`config.mk`:
```
export PLATFORM = sky130hd
export DESIGN_NAME = rds_group_text_decoder
export DESIGN_NICKNAME = d
export VERILOG_FILES = /design/src/hw/rtl/rgtd_pkg.sv /design/src/hw/rtl/rgtd_ram.sv /design/src/hw/rtl/rds_group_text_decoder.sv
export VERILOG_INCLUDE_DIRS = /design/src /design/src/hw/rtl
export SDC_FILE = /design/constraint.sdc
export NUM_CORES = 1
export LEC_CHECK = 0
export ABC_AREA = 1
export BUFFER_PORTS_ARGS = -buffer_cell sky130_fd_sc_hd__buf_2
export CORE_UTILIZATION = 30
export CTS_BUF_LIST = sky130_fd_sc_hd__clkbuf_16
export DETAILED_ROUTE_END_ITERATION = 7
export PLACE_DENSITY_LB_ADDON = 0.15
export SLEW_MARGIN = 20
export SYNTH_ARGS = -nofsm -noshare
export SYNTH_HDL_FRONTEND = slang
export SYNTH_SLANG_ARGS = --single-unit
```
`constraint.sdc`:
```
create_clock -name i_clk -period 9.95 [get_ports i_clk]
set_input_delay 2.4875 -clock i_clk [delete_from_list [all_inputs] [get_ports i_clk]]
set_output_delay 2.4875 -clock i_clk [all_outputs]
set_load 0.01 [all_outputs]
```
`src/hw/rtl/rds_group_text_decoder_defines.svh`:
```
// assertion macros shared by the rds group text decoder rtl
// no dependencies; included by the files that carry assertions
`ifndef RDS_GROUP_TEXT_DECODER_DEFINES_SVH
`define RDS_GROUP_TEXT_DECODER_DEFINES_SVH

// same-cycle implication, disabled while reset is asserted
`define RGTD_ASSERT_IMP(lbl, clk, rstn, ante, cons, msg) \
    lbl: assert property (@(posedge clk) disable iff (!rstn) (ante) |-> (cons)) \
        else $error(msg);

// next-cycle implication, disabled while reset is asserted
`define RGTD_ASSERT_NXT(lbl, clk, rstn, ante, cons, msg) \
    lbl: assert property (@(posedge clk) disable iff (!rstn) (ante) |=> (cons)) \
        else $error(msg);

`endif

```
`src/hw/rtl/rgtd_pkg.sv`:
```
// types, constants and the character cleaning function of the rds group text decoder
// no dependencies
`default_nettype none

package rgtd_pkg;

    typedef enum logic [1:0] {
        MODE_DECODE  = 2'd0,
        MODE_READ_PS = 2'd1,
        MODE_READ_RT = 2'd2,
        MODE_CLEAR   = 2'd3
    } t_mode;

    localparam int SVC_DEPTH = 8;
    localparam int TXT_DEPTH = 64;
    localparam int SVC_AW    = 3;
    localparam int TXT_AW    = 6;

    localparam logic [15:0] C_STATUS_AVAIL = 16'h8000;
    localparam logic [15:0] C_ERR_MASK     = 16'h0a00;
    localparam logic [7:0]  C_CR           = 8'h0D;
    localparam logic [7:0]  C_SPACE        = 8'h20;
    localparam logic [7:0]  C_CHAR_MAX     = 8'd126;
    localparam logic [3:0]  GRP_PS         = 4'd0;
    localparam logic [3:0]  GRP_RT         = 4'd2;

    // control and high characters become spaces, zero passes
    function automatic logic [7:0] clean_char(input logic [7:0] c);
        logic [7:0] res;
        if ((c != 8'd0 && c < C_SPACE) || c > C_CHAR_MAX) begin
            res = C_SPACE;
        end else begin
            res = c;
        end
        return res;
    endfunction

endpackage

`default_nettype wire

```
`src/hw/rtl/rgtd_ram.sv`:
```
// single-write, single-read synchronous character ram with per-entry valid bits
// an entry never written since reset or clear reads as zero; no dependencies
`default_nettype none

module rgtd_ram #(
    parameter int DEPTH = 8,
    parameter int WIDTH = 8
) (
    input  wire logic                     i_clk,
    input  wire logic                     i_rst_n,
    input  wire logic                     i_clr,
    input  wire logic                     i_we,
    input  wire logic [$clog2(DEPTH)-1:0] i_waddr,
    input  wire logic [WIDTH-1:0]         i_wdata,
    input  wire logic                     i_re,
    input  wire logic [$clog2(DEPTH)-1:0] i_raddr,
    output logic      [WIDTH-1:0]         o_rdata
);

    logic [WIDTH-1:0] r_mem [DEPTH];
    logic [DEPTH-1:0] r_vld;
    logic [WIDTH-1:0] r_rdata;
    logic             r_rvld;

    always_ff @(posedge i_clk) begin
        if (!i_rst_n || i_clr) begin
            r_vld <= '0;
        end else if (i_we) begin
            r_vld[i_waddr] <= 1'b1;
        end
    end

    always_ff @(posedge i_clk) begin
        if (i_we) begin
            r_mem[i_waddr] <= i_wdata;
        end
        if (i_re) begin
            r_rdata <= r_mem[i_raddr];
            r_rvld  <= r_vld[i_raddr];
        end
    end

    assign o_rdata = r_rvld ? r_rdata : '0;

endmodule

`default_nettype wire

```
`src/hw/rtl/rds_group_text_decoder.sv`:
```
// rds group decoder: programme service and radio text stores, one command at a time
// a read or clear goes through S_FINISH to the o_valid strobe; an accepted group 0 or 2
// decode passes S_WRITE first, and S_FILL too when a carriage return starts a fill
// the text ram has one write port, so bytes and fill positions go in one per cycle
// synchronous active-low reset empties both rams and clears pty, pi and the text flags
// results cannot be stalled; busy rises after the start beat and falls as o_valid rises
`default_nettype none
`include "rds_group_text_decoder_defines.svh"

module rds_group_text_decoder (
    input  wire logic        i_clk,
    input  wire logic        i_rst_n,
    input  wire logic        start,
    output logic             busy,
    input  wire logic [1:0]  i_mode,
    input  wire logic        i_read_ok,
    input  wire logic [15:0] i_rds_status,
    input  wire logic [15:0] i_error_flags,
    input  wire logic [15:0] i_block_a,
    input  wire logic [15:0] i_block_b,
    input  wire logic [15:0] i_block_c,
    input  wire logic [15:0] i_block_d,
    input  wire logic [5:0]  i_char_index,
    output logic             o_valid,
    output logic             o_accepted,
    output logic             o_service_complete,
    output logic             o_new_text,
    output logic [4:0]       o_program_type,
    output logic [15:0]      o_program_id,
    output logic [7:0]       o_char_value
);

    typedef enum logic [1:0] {
        S_IDLE,
        S_WRITE,
        S_FILL,
        S_FINISH
    } t_state;

    t_state                          r_state;
    rgtd_pkg::t_mode                 r_mode;
    logic [7:0]                      r_bytes [4];
    logic [1:0]                      r_k;
    logic [1:0]                      r_last;
    logic [rgtd_pkg::TXT_AW-1:0]     r_base;
    logic [rgtd_pkg::TXT_AW-1:0]     r_fill;
    logic                            r_to_svc;
    logic                            r_is_2a;
    logic                            r_cr;
    logic                            r_svc_oor;
    logic                            r_acc;
    logic                            r_cplt;
    logic                            r_last_ab;
    logic                            r_new_text;
    logic [4:0]                      r_type;
    logic [15:0]                     r_id;
    logic                            r_valid;
    logic                            r_out_acc;
    logic                            r_out_cplt;
    logic                            r_out_new;
    logic [4:0]                      r_out_type;
    logic [15:0]                     r_out_id;
    logic [7:0]                      r_out_char;

    logic                            accept;
    logic                            grp_ok;
    logic [3:0]                      gtype;
    logic                            clr;
    logic [7:0]                      wr_byte;
    logic [rgtd_pkg::TXT_AW-1:0]     wr_pos;
    logic                            svc_we;
    logic                            txt_we;
    logic [rgtd_pkg::TXT_AW-1:0]     txt_waddr;
    logic [7:0]                      txt_wdata;
    logic [7:0]                      svc_wdata;
    logic                            svc_re;
    logic                            txt_re;
    logic [7:0]                      svc_rdata;
    logic [7:0]                      txt_rdata;

    assign busy   = (r_state != S_IDLE);
    assign accept = start && !busy;
    assign gtype  = i_block_b[15:12];
    assign grp_ok = i_read_ok && (i_block_b != 16'd0)
                 && ((i_rds_status & rgtd_pkg::C_STATUS_AVAIL) != 16'd0)
                 && ((i_error_flags & rgtd_pkg::C_ERR_MASK) == 16'd0);
    assign clr    = accept && (rgtd_pkg::t_mode'(i_mode) == rgtd_pkg::MODE_CLEAR);
    assign svc_re = accept && (rgtd_pkg::t_mode'(i_mode) == rgtd_pkg::MODE_READ_PS);
    assign txt_re = accept && (rgtd_pkg::t_mode'(i_mode) == rgtd_pkg::MODE_READ_RT);

    assign wr_byte   = r_bytes[r_k];
    assign wr_pos    = r_base + rgtd_pkg::TXT_AW'(r_k);
    assign svc_wdata = rgtd_pkg::clean_char(wr_byte);

    always_comb begin
        svc_we    = 1'b0;
        txt_we    = 1'b0;
        txt_waddr = wr_pos;
        txt_wdata = rgtd_pkg::clean_char(wr_byte);
        if (r_state == S_WRITE) begin
            if (r_is_2a) begin
                txt_we = (wr_byte != rgtd_pkg::C_CR);
            end else if (wr_byte != 8'd0) begin
                svc_we = r_to_svc;
                txt_we = !r_to_svc;
            end
        end else if (r_state == S_FILL) begin
            txt_we    = 1'b1;
            txt_waddr = r_fill;
            txt_wdata = rgtd_pkg::C_SPACE;
        end
    end

    rgtd_ram #(
        .DEPTH (rgtd_pkg::SVC_DEPTH),
        .WIDTH (8)
    ) u_svc_ram (
        .i_clk   (i_clk),
        .i_rst_n (i_rst_n),
        .i_clr   (clr),
        .i_we    (svc_we),
        .i_waddr (wr_pos[rgtd_pkg::SVC_AW-1:0]),
        .i_wdata (svc_wdata),
        .i_re    (svc_re),
        .i_raddr (i_char_index[rgtd_pkg::SVC_AW-1:0]),
        .o_rdata (svc_rdata)
    );

    rgtd_ram #(
        .DEPTH (rgtd_pkg::TXT_DEPTH),
        .WIDTH (8)
    ) u_txt_ram (
        .i_clk   (i_clk),
        .i_rst_n (i_rst_n),
        .i_clr   (clr),
        .i_we    (txt_we),
        .i_waddr (txt_waddr),
        .i_wdata (txt_wdata),
        .i_re    (txt_re),
        .i_raddr (i_char_index),
        .o_rdata (txt_rdata)
    );

    always_ff @(posedge i_clk) begin
        if (!i_rst_n) begin
            r_state    <= S_IDLE;
            r_last_ab  <= 1'b0;
            r_new_text <= 1'b0;
            r_type     <= 5'd0;
            r_id       <= 16'd0;
            r_valid    <= 1'b0;
        end else begin
            r_valid <= 1'b0;
            unique case (r_state)
                S_IDLE: begin
                    if (accept) begin
                        r_mode    <= rgtd_pkg::t_mode'(i_mode);
                        r_k       <= 2'd0;
                        r_cr      <= 1'b0;
                        r_acc     <= 1'b0;
                        r_cplt    <= 1'b0;
                        r_svc_oor <= (i_char_index[5:3] != 3'd0);
                        r_state   <= S_FINISH;
                        unique case (rgtd_pkg::t_mode'(i_mode))
                            rgtd_pkg::MODE_DECODE: begin
                                if (grp_ok) begin
                                    r_acc  <= 1'b1;
                                    r_cplt <= (gtype == rgtd_pkg::GRP_PS)
                                           && (i_block_b[1:0] == 2'd3);
                                    r_type <= i_block_b[9:5];
                                    r_id   <= i_block_a;
                                    if (gtype == rgtd_pkg::GRP_PS) begin
                                        r_to_svc   <= 1'b1;
                                        r_is_2a    <= 1'b0;
                                        r_last     <= 2'd1;
                                        r_base     <= {3'd0, i_block_b[1:0], 1'b0};
                                        r_bytes[0] <= i_block_d[15:8];
                                        r_bytes[1] <= i_block_d[7:0];
                                        r_bytes[2] <= i_block_d[15:8];
                                        r_bytes[3] <= i_block_d[7:0];
                                        r_state    <= S_WRITE;
                                    end else if (gtype == rgtd_pkg::GRP_RT) begin
                                        r_to_svc   <= 1'b0;
                                        r_new_text <= (i_block_b[4] != r_last_ab);
                                        r_last_ab  <= i_block_b[4];
                                        r_state    <= S_WRITE;
                                        if (!i_block_b[11]) begin
                                            r_is_2a    <= 1'b1;
                                            r_last     <= 2'd3;
                                            r_base     <= {i_block_b[3:0], 2'd0};
                                            r_bytes[0] <= i_block_c[15:8];
                                            r_bytes[1] <= i_block_c[7:0];
                                            r_bytes[2] <= i_block_d[15:8];
                                            r_bytes[3] <= i_block_d[7:0];
                                        end else begin
                                            r_is_2a    <= 1'b0;
                                            r_last     <= 2'd1;
                                            r_base     <= {1'b0, i_block_b[3:0], 1'b0};
                                            r_bytes[0] <= i_block_d[15:8];
                                            r_bytes[1] <= i_block_d[7:0];
                                            r_bytes[2] <= i_block_d[15:8];
                                            r_bytes[3] <= i_block_d[7:0];
                                        end
                                    end
                                end
                            end
                            rgtd_pkg::MODE_CLEAR: begin
                                r_type <= 5'd0;
                                r_id   <= 16'd0;
                            end
                            default: begin
                            end
                        endcase
                    end
                end
                S_WRITE: begin
                    if (r_is_2a && wr_byte == rgtd_pkg::C_CR) begin
                        r_cr   <= 1'b1;
                        r_fill <= wr_pos;
                    end
                    if (r_k == r_last) begin
                        if (r_cr || (r_is_2a && wr_byte == rgtd_pkg::C_CR)) begin
                            r_state <= S_FILL;
                        end else begin
                            r_state <= S_FINISH;
                        end
                    end else begin
                        r_k <= r_k + 2'd1;
                    end
                end
                S_FILL: begin
                    if (r_fill == rgtd_pkg::TXT_AW'(rgtd_pkg::TXT_DEPTH - 1)) begin
                        r_state <= S_FINISH;
                    end else begin
                        r_fill <= r_fill + rgtd_pkg::TXT_AW'(1);
                    end
                end
                S_FINISH: begin
                    r_valid    <= 1'b1;
                    r_out_acc  <= r_acc;
                    r_out_cplt <= r_cplt;
                    r_out_new  <= r_new_text;
                    r_out_type <= r_type;
                    r_out_id   <= r_id;
                    case (r_mode)
                        rgtd_pkg::MODE_READ_PS: r_out_char <= r_svc_oor ? 8'd0 : svc_rdata;
                        rgtd_pkg::MODE_READ_RT: r_out_char <= txt_rdata;
                        default:                r_out_char <= 8'd0;
                    endcase
                    r_state <= S_IDLE;
                end
                default: begin
                    r_state <= S_IDLE;
                end
            endcase
        end
    end

    assign o_valid            = r_valid;
    assign o_accepted         = r_out_acc;
    assign o_service_complete = r_out_cplt;
    assign o_new_text         = r_out_new;
    assign o_program_type     = r_out_type;
    assign o_program_id       = r_out_id;
    assign o_char_value       = r_out_char;

    `RGTD_ASSERT_NXT(a_start_sets_busy, i_clk, i_rst_n, accept, busy, "start beat did not raise busy")
    `RGTD_ASSERT_IMP(a_strobe_after_finish, i_clk, i_rst_n, r_valid, $past(r_state == S_FINISH), "result strobe without finish")
    `RGTD_ASSERT_IMP(a_cplt_needs_acc, i_clk, i_rst_n, o_valid && o_service_complete, o_accepted, "service complete on rejected group")
    `RGTD_ASSERT_IMP(a_one_ram_write, i_clk, i_rst_n, svc_we, !txt_we, "both rams written in one cycle")
    `RGTD_ASSERT_IMP(a_acc_only_decode, i_clk, i_rst_n, r_valid && r_out_acc, r_mode == rgtd_pkg::MODE_DECODE, "accepted outside decode mode")

endmodule

`default_nettype wire

```
Word-level counts from Yosys, hierarchy flattened:

Memory sizes are Yosys's and may differ from the RTL's. A register that Yosys moved wholly into a read port is not among the register bits.
Cells that the tools add are included.

* bitwise gates (word level): 11
* reduce and logical (&&, ||, !) cells: 40
* multiplexer cells: 93
* eq/ne operators: 22
* order comparisons: 8
* $add $sub $neg: 3

Operators by type and width (count)
* $mux W8: 14
* $or A64 B64 Y64: 1
* $mux W1: 47
* $mux W6: 6
* $pmux W16 S2: 1
* $mux W2: 12
* $logic_not A16 Y1: 1
* $mux W16: 1
* $pmux W8 S2: 1
* $reduce_and A4 Y1: 4
* $reduce_bool A16 Y1: 1
* $lt A6 B7 Y1 const B: 2
* $eq A2 B2 Y1 const B: 6
* $logic_and A1 B1 Y1: 12
* $pmux W6 S2: 1
* $reduce_and A6 Y1: 2
* $pmux W5 S2: 1
* $reduce_bool A2 Y1: 5
* $eq A8 B4 Y1 const B: 1
* $gt A8 B7 Y1 const B: 1
* $lt A3 B4 Y1 const B: 2
* $lt A8 B6 Y1 const B: 1
* $ne A2 B2 Y1 const B: 4
* $ne A8 B4 Y1 const B: 1
* other kinds (31): 49

* input bits: 108
* memories: 3
* memory bits (writable): 608
* flip-flop bits (word level): 156

Memories
* u_txt_ram.r_mem: depth 64, bits a word 8, read ports 1, clocked after memory_dff 1, write ports 1, line rgtd_ram.sv:20 `logic [WIDTH-1:0] r_mem [DEPTH];`
* u_svc_ram.r_mem: depth 8, bits a word 8, read ports 1, clocked after memory_dff 1, write ports 1, line rgtd_ram.sv:20
* r_bytes: depth 4, bits a word 8, read ports 1, clocked after memory_dff 1, write ports 4, line rds_group_text_decoder.sv:42 `logic [7:0] r_bytes [4];`

Depth between registers and ports, before layout:

* depth after elaboration: 12
* mapped depth: 16

Modules after synthesis:

Synthesis repeated with hierarchy kept, for this count alone.

* cell total of the unflattened synthesis: 3157
* area, all modules: 32871.5 um^2

By module, submodules not included
* rgtd_ram at u_txt_ram: cells an instance 2189, instances 1, seq. area each 16926.2 um^2, area each 23865.4 um^2
* rds_group_text_decoder: cells an instance 594, instances 1, seq. area each 3113.0 um^2, area each 5440.2 um^2
* rgtd_ram at u_svc_ram: cells an instance 374, instances 1, seq. area each 2352.3 um^2, area each 3565.9 um^2

Worst setup path after synthesis:

Ideal clock, no wire load.

* path type: register to register
* start point: reg with a tool-made name
* end point: mem u_txt_ram.r_mem[0][2] (data pin)
* required time: 9269 ps
* cell stages (with the launch flop): 14
* data arrival time: 3859 ps
* library setup time: 681 ps
* buffers on the path: 3
* period minus slack after synthesis: 4541 ps
* path slack: 5409 ps
* path through: dfxtp_1 > buf_6 > inv_8 > buf_8 > nand2_1 > nand3_2 > nand2_2 > nand2_2 > nor2_4 > nand2_2 > nand4_1 > nand2_1 > buf_2 > nor3_1

RTL lines (line)
* end: declaration: rgtd_ram.sv:20

==> flow_metrics.env <==
export IMPL_status="complete, no violations"
export IMPL_die_area_um2=109000
export IMPL_maxSlewHeadroom_pct=25.4
export IMPL_crit_end="u_txt_ram.r_rdata[6]"
export IMPL_fin_cells=4402
export IMPL_reg2reg_from="r_state[0]"
export IMPL_path_class="in2reg"
export IMPL_fin_nets=3056
export IMPL_finalHoldViolations=0
export IMPL_setup_viol=0
export IMPL_intPower_w=0.00607
export IMPL_syn_area_per_cell_um2=11.5
export IMPL_coreArea_um2=106000
export IMPL_rsz0062_at_grt="false"
export IMPL_finalPower_w=0.00857
export IMPL_grt_use_total_pct=16.5
export IMPL_clk_pin_slew_worst_paths_ns=0.06
export IMPL_ctsHoldBuffers=0
export IMPL_drive_gt1_share_pct=14.1
export IMPL_min_path_type="reg2reg"
export IMPL_reg2reg_slack_ns=6.27
export IMPL_dieHeight_um=330
export IMPL_drc=0
export IMPL_end_kind="flop"
export IMPL_yosysUniqueCellTypes=45
export IMPL_pwr_share_comb_pct=16.3
export IMPL_cp_required_ns=10.43
export IMPL_cts_setup_buffers=0
export IMPL_seq_area_frac_synth_pct=69.3
export IMPL_dr_total_vias=21362
export IMPL_cts_buffer_depth=3
export IMPL_gp_congestion=0.784
export IMPL_cts_resized=0
export IMPL_layout_common_cells="edfxtp_1, nor2_1, o21ai_0, inv_1, nand2_1"
export IMPL_rows=119
export IMPL_crit_arrival_ns=5.94
export IMPL_cts_buffers=88
export IMPL_first_pass_iters=5
export IMPL_synth_seq_cells=779
export IMPL_critPathSlowestCell="buf_4"
export IMPL_cts_root_buf="clkbuf_16"
export IMPL_switching_share_pct=29.2
export IMPL_wirelength_um=90200
export IMPL_vdd_drop_max_v=0.000290
export IMPL_dpl_worst_slack_ns=3.80
export IMPL_n_fill_cell=10455
export IMPL_area_delta_synth_final_pct=14.8
export IMPL_max_freq_ghz=0.183
export IMPL_cpPeakStageDelay_ns=0.72
export IMPL_synthMuxAreaShare_pct=0.0349
export IMPL_worstPathCellList="buf_8 > buf_4 > buf_4 > o21ai_0 > o22ai_1 > nor2_1 > o21ai_0 > nand2_1 > nand2_1"
export IMPL_leakage_nw=13.1
export IMPL_synthCells=2810
export IMPL_clockPowerShare_pct=36.6
export IMPL_dp_cells=4239
export IMPL_synthFlopType="edfxtp_1"
export IMPL_synth_xor_area_share_pct=0.190
export IMPL_layout_commonest_cell="edfxtp_1"
export IMPL_start_util_pct=30.5
export IMPL_drv_cap=0
export IMPL_synthAdderAreaFrac_pct=0.387
export IMPL_p_per_area_nw_per_um2=231
export IMPL_worst_slew_pin_slew_ns=1.12
export IMPL_ios=142
export IMPL_syn_area_um2=32300
export IMPL_startpoint="i_char_index[0]"
export IMPL_grt_max_degree=172
export IMPL_reg2reg_to="u_txt_ram.r_mem[35][0]"
export IMPL_setup_ws_ns=4.49
export IMPL_cts_sinks=779
export IMPL_cp_start_kind="input port"
export IMPL_p_sw_w=0.00250
export IMPL_dpl_hpwl_um=52600
export IMPL_maxSlewViolCount=0
export IMPL_clock_skew_ns=0.0279
export IMPL_synth_top_family_by_area="compound AO/OA/AOI/OAI gates"
export IMPL_path_max_fanout=117
export IMPL_synth_warnings=0
export IMPL_wl_per_cell_um=20.5
export IMPL_grt_pass1_wl_um=135000
export IMPL_synth_simple_area_share_pct=12.0
export IMPL_die_w_um=330
export IMPL_antenna_found_initial=1
export IMPL_postSynth_asyncResetShare_pct=0
export IMPL_cts_tree="done"
export IMPL_htreeDepth=3
export IMPL_finalSetupTns_ns=0
export IMPL_grt_pass1_vias=21329
export IMPL_portBuffers=112
export IMPL_insertion_delay_ns=0.66
export IMPL_p_seq_share_pct=47.1
export IMPL_drt_iter0_drc=1611
export IMPL_finalCriticalPeriod_ns=5.46
export IMPL_vias_per_cell=4.85
export IMPL_synth_edf_count=679
export IMPL_post_route_period_util_pct=54.8
export IMPL_synth_compound_area_share_pct=12.8
export IMPL_overflow=0
export IMPL_reg2reg_depth=12
export IMPL_ant_nets=0
## critical path, delay by kind of cell
family / cells / cell delay (ns)
AOI/OAI and AO/OA: 3 / 0.94
buffers and inverters: 3 / 1.96
and+or+nand+nor: 3 / 0.45
## stage by stage
step | cell area (µm²) | utilization [%] | hold WS (ns)
after floorplan | 32600 | - | 0.400
after global placement | 34300 | 32.4 | 0.413
after detailed placement | 34300 | 32.4 | 0.413
after CTS | 37100 | 35.0 | 0.429
after global routing | 37100 | 35.0 | 0.437
final | 37100 | 35.0 | 0.427
## how the worst min path moves through the flow
stage                                     to        from  slack, ns  cells past startpoint
final                             o_new_text  r_new_text       0.43                      0
after global routing         o_program_id[2]     r_id[2]       0.44                      0
after detailed placement  o_service_complete      r_cplt       0.41                      0
after CTS                 o_service_complete      r_cplt       0.43                      0
after global placement     o_program_type[1]   r_type[1]       0.41                      0
after floorplan                   o_accepted       r_acc       0.40                      0
## synth_stat cells, types with 3 or more instances
cell type	number	share of area, %
buf_12	6	0.37
nor4_1	4	0.077
ha_1	10	0.39
nand2_1	229	2.7
dfxtp_1	100	6.2
buf_1	10	0.12
nand3_1	117	1.8
nor3_1	10	0.15
a31oi_1	14	0.27
o21ai_0	371	5.7
o22ai_1	75	1.5
xnor2_1	3	0.081
o21ai_2	5	0.14
a21oi_1	109	1.7
inv_2	5	0.058
buf_6	3	0.10
clkbuf_1	104	1.2
xor2_1	4	0.11
nand2_2	70	1.4
buf_4	3	0.070
buf_2	42	0.65
o221ai_1	47	1.3
inv_1	215	2.5
nand2_4	4	0.14
nor2_1	465	5.4
nor2_4	3	0.10
o211ai_1	22	0.51
a21oi_2	60	1.6
edfxtp_1	679	63
nand3_2	3	0.093
nand4_1	4	0.077
## logic make-up (layout without fill, tap and decap cells)
family | Yosys count | in the layout
AO/OA/AOI/OAI | 707 | 707
AND/OR/NAND/NOR | 914 | 914
multiplexers | 1 | 1
other | 1 | 73
XOR/XNOR | 7 | 7
flip-flops | 779 | 779
adder cells (fa/ha/maj) | 10 | 10
buffers and inverters | 391 | 520
## flip-flops by register name, indices dropped and copies added, names as in the netlist, 2 cells and up, named ones only
| register | flops |
|---|---|
| u_txt_ram.r_vld | 64 |
| u_txt_ram.r_rdata | 8 |
| u_txt_ram.r_mem | 512 |
| r_base | 5 |
| r_bytes | 32 |
| r_state | 2 |
| r_type | 5 |
| o_char_value | 8 |
| r_k | 2 |
| r_fill | 6 |
| u_svc_ram.r_mem | 64 |
| u_svc_ram.r_rdata | 8 |
| u_svc_ram.r_vld | 8 |
| o_program_id | 16 |
| o_program_type | 5 |
| r_mode | 2 |
| r_id | 16 |
## layer usage
layer	track usage (%)	vias to the layer above	part of all wire (%)
met4	5.95	2	3.1
met5	0	-	0.0089
met3	2.66	147	4.7
met2	27.3	584	48
li1	-	10099	-
met1	21.9	10530	45
## power by group through the flow
| stage | Sequential (W) | Combinational, W | Clock (W) |
|---|---|---|---|
| final | 0.00404 | 0.00139 | 0.00314 |
| after global routing | 0.00405 | 0.00152 | 0.00334 |
| after CTS | 0.00404 | 0.00142 | 0.00322 |
| after detailed placement | 0.00411 | 0.00141 | 0 |
| after global placement | 0.00410 | 0.00137 | 0 |
| after floorplan | 0.00411 | 0.000884 | 0 |
## area by class of cell
cell class | instances | area [µm²] | share of cell area (%)
sequential | 779 | 22400 | 60.4
multi-input combinational | 1711 | 8550 | 23.1
clock buffer | 91 | 2280 | 6.14
tap | 1391 | 1740 | 4.69
inverter | 222 | 851 | 2.29
timing repair buffer | 136 | 768 | 2.07
clock inverter | 71 | 507 | 1.37
antenna | 1 | 2.50 | 0.00675
Note: power is estimated with default switching activity, not from simulation.
